`config.mk`:
```
export PLATFORM = sky130hd
export DESIGN_NAME = bond_energy_attribute_clustering_core
export DESIGN_NICKNAME = d
export VERILOG_FILES = /design/src/beac_pkg.sv /design/src/beac_affinity_ram.sv /design/src/beac_bond_unit.sv /design/src/bond_energy_attribute_clustering_core.sv
export SDC_FILE = /design/constraint.sdc
export NUM_CORES = 2
export LEC_CHECK = 0
export ABC_CLOCK_PERIOD_IN_PS = 6900
export BUFFER_PORTS_ARGS = -buffer_cell sky130_fd_sc_hd__buf_4
export CAP_MARGIN = 5
export CELL_PAD_IN_SITES_DETAIL_PLACEMENT = 1
export CELL_PAD_IN_SITES_GLOBAL_PLACEMENT = 1
export CORE_MARGIN = 4
export CORE_UTILIZATION = 48
export DETAILED_ROUTE_END_ITERATION = 8
export HOLD_SLACK_MARGIN = 0.03
export PLACE_DENSITY_LB_ADDON = 0.1
export SLEW_MARGIN = 10
export SYNTH_ARGS = -nofsm -noshare
export SYNTH_HDL_FRONTEND = slang
export SYNTH_SLANG_ARGS = --single-unit
```
`constraint.sdc`:
```
create_clock -name clk -period 6.9 [get_ports clk]
set_input_delay 1.035 -clock clk [delete_from_list [all_inputs] [get_ports clk]]
set_output_delay 1.035 -clock clk [all_outputs]
set_load 0.05 [all_outputs]
```
`src/beac_pkg.sv`:
```
package beac_pkg;

  // Sizes of the affinity matrix and its values
  localparam int MaxAttr  = 8;
  localparam int IdxW     = 3;
  localparam int CntW     = 4;
  localparam int ValW     = 16;
  localparam int AddrW    = 2 * IdxW;
  localparam int BondW    = 40;
  localparam int ProdW    = 2 * ValW;

  // APB register indexes
  localparam logic REG_ATTR_COUNT = 1'b0;

  typedef enum logic [3:0] {
    ST_LOAD,
    ST_INIT,
    ST_POS,
    ST_BOND,
    ST_WAIT,
    ST_EVAL,
    ST_INSERT,
    ST_ROW,
    ST_RD,
    ST_OUT
  } beac_state_t;

  // One read port of the affinity memory
  typedef struct packed {
    logic             en;
    logic [AddrW-1:0] addr;
  } rd_port_t;

  // Request to the bond unit
  typedef struct packed {
    logic            start;
    logic [IdxW-1:0] col_a;
    logic [IdxW-1:0] col_b;
    logic [CntW-1:0] rows;
  } bond_req_t;

  // Bond unit status back to the controller
  typedef struct packed {
    logic             done;
    logic [BondW-1:0] bond;
  } bond_rsp_t;

endpackage

```
`src/beac_affinity_ram.sv`:
```
module beac_affinity_ram
  import beac_pkg::*;
(
  input  logic             clk,
  input  logic             we,
  input  logic [AddrW-1:0] waddr,
  input  logic [ValW-1:0]  wdata,
  input  rd_port_t         port_a,
  input  rd_port_t         port_b,
  output logic [ValW-1:0]  rdata_a,
  output logic [ValW-1:0]  rdata_b
);

  logic [ValW-1:0] mem [MaxAttr*MaxAttr];

  // One write port, two registered read ports; read data holds when idle
  always_ff @(posedge clk) begin
    if (we) begin
      mem[waddr] <= wdata;
    end
    if (port_a.en) begin
      rdata_a <= mem[port_a.addr];
    end
    if (port_b.en) begin
      rdata_b <= mem[port_b.addr];
    end
  end

endmodule

```
`src/beac_bond_unit.sv`:
```
module beac_bond_unit
  import beac_pkg::*;
(
  input  logic            clk,
  input  logic            rst,
  input  bond_req_t       req,
  input  logic [ValW-1:0] rdata_a,
  input  logic [ValW-1:0] rdata_b,
  output rd_port_t        port_a,
  output rd_port_t        port_b,
  output bond_rsp_t       rsp
);

  logic             issuing;
  logic [IdxW-1:0]  row;
  logic [CntW-1:0]  rows;
  logic [IdxW-1:0]  col_a;
  logic [IdxW-1:0]  col_b;
  logic             rd_valid;
  logic             rd_last;
  logic             prod_valid;
  logic             prod_last;
  logic [ProdW-1:0] prod;
  logic [BondW-1:0] acc;
  logic             done;
  logic             issue_last;

  assign issue_last = ({1'b0, row} == rows - CntW'(1));

  // Row reads: column a and column b of the same row
  always_comb begin
    port_a.en   = issuing;
    port_a.addr = {row, col_a};
    port_b.en   = issuing;
    port_b.addr = {row, col_b};
  end

  // Issue rows, then multiply, then accumulate
  always_ff @(posedge clk) begin
    if (rst) begin
      issuing    <= 1'b0;
      rd_valid   <= 1'b0;
      prod_valid <= 1'b0;
      done       <= 1'b0;
    end else begin
      rd_valid   <= issuing;
      prod_valid <= rd_valid;
      done       <= prod_valid && prod_last;
      if (req.start) begin
        issuing <= 1'b1;
      end else if (issuing && issue_last) begin
        issuing <= 1'b0;
      end
    end
  end

  always_ff @(posedge clk) begin
    if (req.start) begin
      row   <= '0;
      rows  <= req.rows;
      col_a <= req.col_a;
      col_b <= req.col_b;
      acc   <= '0;
    end else begin
      if (issuing) begin
        row <= row + IdxW'(1);
      end
      if (prod_valid) begin
        acc <= acc + BondW'(prod);
      end
    end
    rd_last   <= issue_last;
    prod      <= ProdW'(rdata_a) * ProdW'(rdata_b);
    prod_last <= rd_last;
  end

  assign rsp.done = done;
  assign rsp.bond = acc;

  a_no_restart: assert property (@(posedge clk) disable iff (rst)
    !(req.start && issuing))
    else $error("bond start while a bond is in progress");

  a_done_after_issue: assert property (@(posedge clk) disable iff (rst)
    done |-> !issuing)
    else $error("bond done while rows still being issued");

  a_prod_follows_read: assert property (@(posedge clk) disable iff (rst)
    rd_valid |=> prod_valid)
    else $error("product stage lost a row");

  a_issue_feeds_read: assert property (@(posedge clk) disable iff (rst)
    issuing |=> rd_valid)
    else $error("row read not followed by data");

endmodule

```
`src/bond_energy_attribute_clustering_core.sv`:
```
// Bond energy attribute clustering. Load the N x N affinity matrix one entry
// per transfer on s_t*; the entry with s_tlast set is stored and starts a run.
// During a run s_tready is low. Each attribute k = 2..N-1 is tried at every
// position 0..k; an inner position needs three column bonds, the two end
// positions one each, and each bond streams N rows through the shared
// multiply-accumulate unit at one row per cycle. The N*N results then leave
// on m_t* row by row, each read from the affinity memory and then registered,
// m_tlast on the final one. Every entry read by a run must have been loaded
// before.
module bond_energy_attribute_clustering_core
  import beac_pkg::*;
(
  input  logic        clk,
  input  logic        rst,
  // APB configuration
  input  logic        psel,
  input  logic        penable,
  input  logic        pwrite,
  input  logic [2:0]  paddr,
  input  logic [31:0] pwdata,
  output logic [31:0] prdata,
  output logic        pready,
  // Entry input
  input  logic        s_tvalid,
  output logic        s_tready,
  input  logic [23:0] s_tdata,   // entry_row[2:0], entry_col[5:3], entry_value[21:6]
  input  logic        s_tlast,   // load_last
  // Clustered matrix output
  output logic        m_tvalid,
  input  logic        m_tready,
  output logic [31:0] m_tdata,   // out_row[2:0], out_col[5:3], row_attribute[8:6],
                                 // out_value[24:9]
  output logic        m_tlast    // out_last
);

  beac_state_t      state, state_next;
  logic [CntW-1:0]  attribute_count;
  logic [CntW-1:0]  live_n;
  logic [IdxW-1:0]  order [MaxAttr];
  logic [IdxW-1:0]  ord_idx;
  logic [IdxW-1:0]  ord_val;
  logic [CntW-1:0]  k;
  logic [IdxW-1:0]  pos;
  logic [1:0]       sel;
  logic [IdxW-1:0]  left_attr;
  logic [IdxW-1:0]  right_attr;
  logic [BondW-1:0] gain;
  logic [BondW-1:0] loss;
  logic signed [BondW-1:0] contrib;
  logic signed [BondW-1:0] best;
  logic [IdxW-1:0]  best_pos;
  logic [IdxW-1:0]  r;
  logic [IdxW-1:0]  c;
  logic [IdxW-1:0]  row_attr;
  logic             bond_needed;
  logic             pos_last;
  logic             col_last;
  logic             row_last;
  logic             out_free;
  logic             s_xfer;
  logic             cfg_wr;
  bond_req_t        breq;
  bond_rsp_t        brsp;
  rd_port_t         bport_a, bport_b, port_a;
  logic [ValW-1:0]  rdata_a, rdata_b;
  logic [IdxW-1:0]  m_row, m_col, m_attr;
  logic [ValW-1:0]  m_value;

  // APB register
  assign pready = 1'b1;
  assign cfg_wr = psel && penable && pwrite && (paddr[2] == REG_ATTR_COUNT);

  always_ff @(posedge clk) begin
    if (rst) begin
      attribute_count <= CntW'(MaxAttr);
    end else if (cfg_wr) begin
      attribute_count <= pwdata[CntW-1:0];
    end
  end

  always_comb begin
    case (paddr[2])
      REG_ATTR_COUNT: prdata = {{(32-CntW){1'b0}}, attribute_count};
      default:        prdata = '0;
    endcase
  end

  // Clamp the count into the supported range
  always_comb begin
    if (attribute_count < CntW'(2)) begin
      live_n = CntW'(2);
    end else if (attribute_count > CntW'(MaxAttr)) begin
      live_n = CntW'(MaxAttr);
    end else begin
      live_n = attribute_count;
    end
  end

  // Affinity memory and bond unit
  assign s_xfer = s_tvalid && s_tready;

  always_comb begin
    port_a = bport_a;
    if (state == ST_RD) begin
      port_a.en   = 1'b1;
      port_a.addr = {row_attr, ord_val};
    end
  end

  beac_affinity_ram u_ram (
    .clk     (clk),
    .we      (s_xfer),
    .waddr   ({s_tdata[2:0], s_tdata[5:3]}),
    .wdata   (s_tdata[21:6]),
    .port_a  (port_a),
    .port_b  (bport_b),
    .rdata_a (rdata_a),
    .rdata_b (rdata_b)
  );

  beac_bond_unit u_bond (
    .clk     (clk),
    .rst     (rst),
    .req     (breq),
    .rdata_a (rdata_a),
    .rdata_b (rdata_b),
    .port_a  (bport_a),
    .port_b  (bport_b),
    .rsp     (brsp)
  );

  // Order lookup, one index per cycle
  always_comb begin
    case (state)
      ST_ROW:  ord_idx = r;
      ST_POS:  ord_idx = pos;
      default: ord_idx = c;
    endcase
  end
  assign ord_val = order[ord_idx];

  // Position and emission bookkeeping
  always_comb begin
    case (sel)
      2'd0:    bond_needed = (pos != '0);
      2'd1:    bond_needed = ({1'b0, pos} != k);
      2'd2:    bond_needed = (pos != '0) && ({1'b0, pos} != k);
      default: bond_needed = 1'b0;
    endcase
  end
  assign pos_last = ({1'b0, pos} == k);
  assign col_last = ({1'b0, c} == live_n - CntW'(1));
  assign row_last = ({1'b0, r} == live_n - CntW'(1));
  assign out_free = !m_tvalid || m_tready;
  assign contrib  = $signed((gain - loss) << 1);

  // Next state
  always_comb begin
    state_next = state;
    case (state)
      ST_LOAD:   if (s_xfer && s_tlast) state_next = ST_INIT;
      ST_INIT:   state_next = (live_n == CntW'(2)) ? ST_ROW : ST_POS;
      ST_POS:    state_next = ST_BOND;
      ST_BOND: begin
        if (sel == 2'd3) begin
          state_next = ST_EVAL;
        end else if (bond_needed) begin
          state_next = ST_WAIT;
        end
      end
      ST_WAIT:   if (brsp.done) state_next = ST_BOND;
      ST_EVAL:   state_next = pos_last ? ST_INSERT : ST_POS;
      ST_INSERT: state_next = (k + CntW'(1) == live_n) ? ST_ROW : ST_POS;
      ST_ROW:    state_next = ST_RD;
      ST_RD:     state_next = ST_OUT;
      ST_OUT: begin
        if (out_free) begin
          if (col_last && row_last) begin
            state_next = ST_LOAD;
          end else if (col_last) begin
            state_next = ST_ROW;
          end else begin
            state_next = ST_RD;
          end
        end
      end
      default:   state_next = ST_LOAD;
    endcase
  end

  // Outputs of the controller
  always_comb begin
    s_tready   = (state == ST_LOAD);
    breq.start = (state == ST_BOND) && (sel != 2'd3) && bond_needed;
    breq.rows  = live_n;
    case (sel)
      2'd0:    begin breq.col_a = left_attr; breq.col_b = k[IdxW-1:0]; end
      2'd1:    begin breq.col_a = k[IdxW-1:0]; breq.col_b = right_attr; end
      default: begin breq.col_a = left_attr; breq.col_b = right_attr; end
    endcase
  end

  always_ff @(posedge clk) begin
    if (rst) begin
      state <= ST_LOAD;
    end else begin
      state <= state_next;
    end
  end

  // Placement datapath
  always_ff @(posedge clk) begin
    case (state)
      ST_INIT: begin
        for (int j = 0; j < MaxAttr; j++) begin
          order[j] <= IdxW'(j);
        end
        k        <= CntW'(2);
        pos      <= '0;
        best     <= '1;
        best_pos <= '0;
        r        <= '0;
      end
      ST_POS: begin
        right_attr <= ord_val;
        sel        <= 2'd0;
        gain       <= '0;
        loss       <= '0;
      end
      ST_BOND: begin
        if (sel != 2'd3 && !bond_needed) begin
          sel <= sel + 2'd1;
        end
      end
      ST_WAIT: begin
        if (brsp.done) begin
          if (sel == 2'd2) begin
            loss <= brsp.bond;
          end else begin
            gain <= gain + brsp.bond;
          end
          sel <= sel + 2'd1;
        end
      end
      ST_EVAL: begin
        if (contrib > best) begin
          best     <= contrib;
          best_pos <= pos;
        end
        left_attr <= right_attr;
        if (!pos_last) begin
          pos <= pos + IdxW'(1);
        end
      end
      ST_INSERT: begin
        for (int j = 0; j < MaxAttr; j++) begin
          if (IdxW'(j) == best_pos) begin
            order[j] <= k[IdxW-1:0];
          end else if (IdxW'(j) > best_pos && CntW'(j) <= k && j > 0) begin
            order[j] <= order[(j > 0) ? j - 1 : 0];
          end
        end
        k        <= k + CntW'(1);
        pos      <= '0;
        best     <= '1;
        best_pos <= '0;
        r        <= '0;
      end
      ST_ROW: begin
        row_attr <= ord_val;
        c        <= '0;
      end
      ST_OUT: begin
        if (out_free) begin
          if (col_last) begin
            r <= r + IdxW'(1);
          end else begin
            c <= c + IdxW'(1);
          end
        end
      end
      default: ;
    endcase
  end

  // Output register
  always_ff @(posedge clk) begin
    if (rst) begin
      m_tvalid <= 1'b0;
    end else if (state == ST_OUT && out_free) begin
      m_tvalid <= 1'b1;
    end else if (m_tready) begin
      m_tvalid <= 1'b0;
    end
  end

  always_ff @(posedge clk) begin
    if (state == ST_OUT && out_free) begin
      m_row   <= r;
      m_col   <= c;
      m_attr  <= row_attr;
      m_value <= rdata_a;
      m_tlast <= col_last && row_last;
    end
  end

  assign m_tdata = {7'b0, m_value, m_attr, m_col, m_row};

  a_bond_done_in_wait: assert property (@(posedge clk) disable iff (rst)
    brsp.done |-> state == ST_WAIT)
    else $error("bond result arrived outside the wait state");

  a_pos_in_range: assert property (@(posedge clk) disable iff (rst)
    state == ST_EVAL |-> {1'b0, pos} <= k)
    else $error("position beyond the attribute being placed");

  a_best_in_range: assert property (@(posedge clk) disable iff (rst)
    state == ST_INSERT |-> {1'b0, best_pos} <= k)
    else $error("insert position beyond the attribute being placed");

  a_last_is_corner: assert property (@(posedge clk) disable iff (rst)
    m_tvalid && m_tlast |-> m_row == m_col)
    else $error("final result not on the matrix corner");

endmodule

```
==> results by group <==
Run status
  – Result of the run: completed

Timing
  – Worst slew margin: 0.153
  – Clock Skew: between 0.06 and 0.07 ns
  – Number of endpoints failing setup at the final stage: 0
  – Smallest hold slack: approximately 0.34 ns
  – Pin slew with the least headroom to its limit: approximately 1.3 ns
  – Shortest period the worst path allows: 6.65 ns
  – Share of the clock period used by the worst path: 0.963
  – Fin. max-slew vios: 0
  – Upper clock frequency limit: between 0.15 and 0.2 GHz
  – Number of failing hold endpoints at the final stage: 0
  – Setup TNS: 0 ns

Placed design
  – Routability congestion estimate from global placement: 0.910
  – Final HPWL DP: roughly 180 mm
  – Placed inst area: just under 0.08 mm^2
  – PortBufs: 66

Clock tree
  – Number of buffers created by CTS: 152
  – Worst-Skew Late Latency: 0.81 ns
  – Maximum buffer depth of the clock tree: 3
  – Level count of the clock H-tree: 4
  – Total number of clock tree sinks: 1350
  – CTS tree: built
  – Clock tree root driver cell: clkbuf_16
  – Clock slew seen by the registers of the worst setup and hold paths: about 0.060 ns

Power
  – Reported leakage power: 32.0 nW
  – Cell Pwr Density: 271 mW/mm^2
  – Largest voltage drop on the vdd net: 0.300 mV
  – Post-route total power: 22.8 mW

Logic synthesis
  – Number of distinct library cell variants in the gate-level netlist after synthesis: 90
  – Number of register bits inferred by synthesis: 1350
  – Top_reg_cell synth: edfxtp_1
  – FFs w/ async S/R, synth: 0
  – Sequential element share of the synthesized area: 0.526
  – Syn Std Cell Area: 0.0753 mm^2
  – YS warnings: 0
  – Synthesized netlist cell count: 5895
  – Number of enable-type register cells in the synthesized netlist: 1261
  – Post-synthesis area per instance: 12.8 um^2

Global routing
  – Antenna violations before repair: 30
  – Remaining global-route overflow: 0
  – Largest net degree at the start of global routing: ~110
  – Vias in the first global route: 53.6k
  – Overall global routing resource usage: 0.320
  – Global-route wire length before repair: 379 mm

Setup path
  – Critical path's largest stage delay: 0.45 ns
  – Worst Path Required: 7.40 ns
  – Startpoint kind of the worst setup timing path: flop
  – Data arrival time of the worst path: between 7 and 8 ns
  – Crit path kind: reg2reg
  – Nature of the critical path endpoint: flop
  – Highest fanout seen on the critical path: 16
  – Cell with the largest stage delay on the worst path: or4_4

Detailed routing
  – Number of remaining DRC errors: 0
  – Via total after detailed routing: 52.4k
  – Residual antenna-violating net count after detailed routing: 0
  – Total routed wirelength: 263 mm
  – Routed WL per cell: 32.1 um
  – First DRT Iteration DRCs: roughly 6.7k
  – DRT Pass-1 Iters: 5
  – Via density: 6.40

Final layout
  – Final Util: 0.540
  – Most common cell after layout, fill and taps aside: edfxtp_1
  – Final net count: 6532
  – Growth of design area from synthesis to finish: 11.9%
  – Sequential cell area: between 0.03 and 0.04 mm^2
  – Share of layout cells above drive strength 1: 0.156
  – Number of fill cells in the layout: 15.4k
  – Total non-filler cell area in the finished layout: 0.0843 mm^2
  – Area of the multi-input gates: approximately 0.033 mm^2
  – Highest-count cells in the layout ignoring fill and taps: edfxtp_1 (1261), nand2_1 (848), inv_1 (370), mux4_2 (336), mux2i_1 (292)

Die
  – Starting Density: 0.483
  – Die Span Y: 404 um
  – Core region area: 0.156 mm^2
  – Die width: roughly 400 um
  – Area enclosed by the die boundary: 0.163 mm^2
  – Total I/O pin count: 135
  – Placement Rows: 145

Min path
  – Worst hold path class: reg2reg

Job
  – Max Cap Violations: 0
-- worst max-delay path, delay by kind of cell, from the launching register on --
| kind | cells | cell delay (ns) |
|---|---|---|
| AND/OR/NAND/NOR | 9 | 2.32 |
| AO/OA/AOI/OAI | 9 | 1.93 |
| adder cells (fa/ha/maj) | 3 | 0.68 |
| buffers and inverters | 5 | 0.67 |
| flip-flops | 1 | 0.39 |
| multiplexers | 1 | 0.35 |
-- power by group --
part / leakage [nW] / switching [mW] / internal (mW) / total (mW)
sequential: 12.1 / 0.308 / 9.32 / 9.63
clock: 2.38 / 3.55 / 4.56 / 8.11
combinational: 17.5 / 3.09 / 1.99 / 5.07
-- metrics by stage --
step,worst slack (ns),std cells
after floorplan,0.301,5929
after global placement,0.0727,7889
after detailed placement,0.00884,7889
after CTS,0.00736,8167
after global routing,-0.0335,8185
final,0.254,8188
-- routing by layer --
metal  wire [um]  GRT usage  up-vias
met5         142          0        -
met4       11300      0.123       20
met3       25100     0.0751      588
met2      123000      0.508     2661
met1      103000      0.430    27160
li1            -          -    22014
-- registers in the layout, summed over array words and instances (netlist names), 4 cells and up --
signal	cells
u_ram.rdata_b	16
u_bond.prod	32
u_bond.acc	39
state	4
m_value	16
u_ram.mem	1024
attribute_count	4
gain	39
u_bond.rows	4
u_ram.rdata_a	16
k	4
order	24
best	40
loss	39
-- cells by family after synthesis --
kind of cell,after synthesis,share of synthesized area
flip-flops,1350,0.526
AO/OA/AOI/OAI,852,0.0749
XOR/XNOR,138,0.0160
other,2,0.0000997
AND/OR/NAND/NOR,1733,0.105
buffers and inverters,722,0.0403
multiplexers,636,0.140
adder cells (fa/ha/maj),462,0.0964
-- repair_timing --
| item | CTS | global route |
|---|---|---|
| setup buffers | 2 | 13 |
| hold endpoints to repair | 0 | 0 |
| gates cloned | 1 | 2 |
| setup endpoints to repair | 45 | 50 |
| hold buffers | 0 | 0 |
| pin swaps | 3 | 17 |
| gates resized for setup | 5 | 34 |
-- synthesized netlist by cell type, types with 89 or more instances --
library cell | number | area (um^2)
ha_1 | 265 | 3320
mux4_2 | 336 | 7570
fa_1 | 197 | 3940
nand2_1 | 850 | 3190
o21ai_0 | 96 | 480
clkbuf_1 | 202 | 758
a21oi_1 | 254 | 1270
nand3_1 | 107 | 536
o22ai_1 | 113 | 707
inv_1 | 371 | 1390
dfxtp_1 | 89 | 1780
and2_1 | 136 | 851
mux2i_1 | 292 | 2920
a21o_1 | 91 | 683
nor2_1 | 273 | 1020
edfxtp_1 | 1261 | 37900
xnor2_1 | 93 | 815
-- worst paths after layout --
check / to / cells past startpoint / startpoint / slack, ns
min reg2reg: u_bond.prod_last / 0 / u_bond.rd_last / 0.34
max: best[30] / 27 / gain[0] / 0.25
max reg2reg: best[30] / 27 / gain[0] / 0.25
min: u_bond.prod_last / 0 / u_bond.rd_last / 0.34
-- final cells by class --
| class | instances | area share |
|---|---|---|
| Timing Repair Buffer | 269 | 0.0273 |
| Antenna cell | 6 | 0.000178 |
| Tap cell | 2058 | 0.0305 |
| Inverter | 373 | 0.0166 |
| Clock inverter | 77 | 0.0102 |
| Clock buffer | 198 | 0.0484 |
| Multi-Input combinational cell | 3857 | 0.396 |
| Sequential cell | 1350 | 0.470 |
Power figures use the tool's default switching activity.
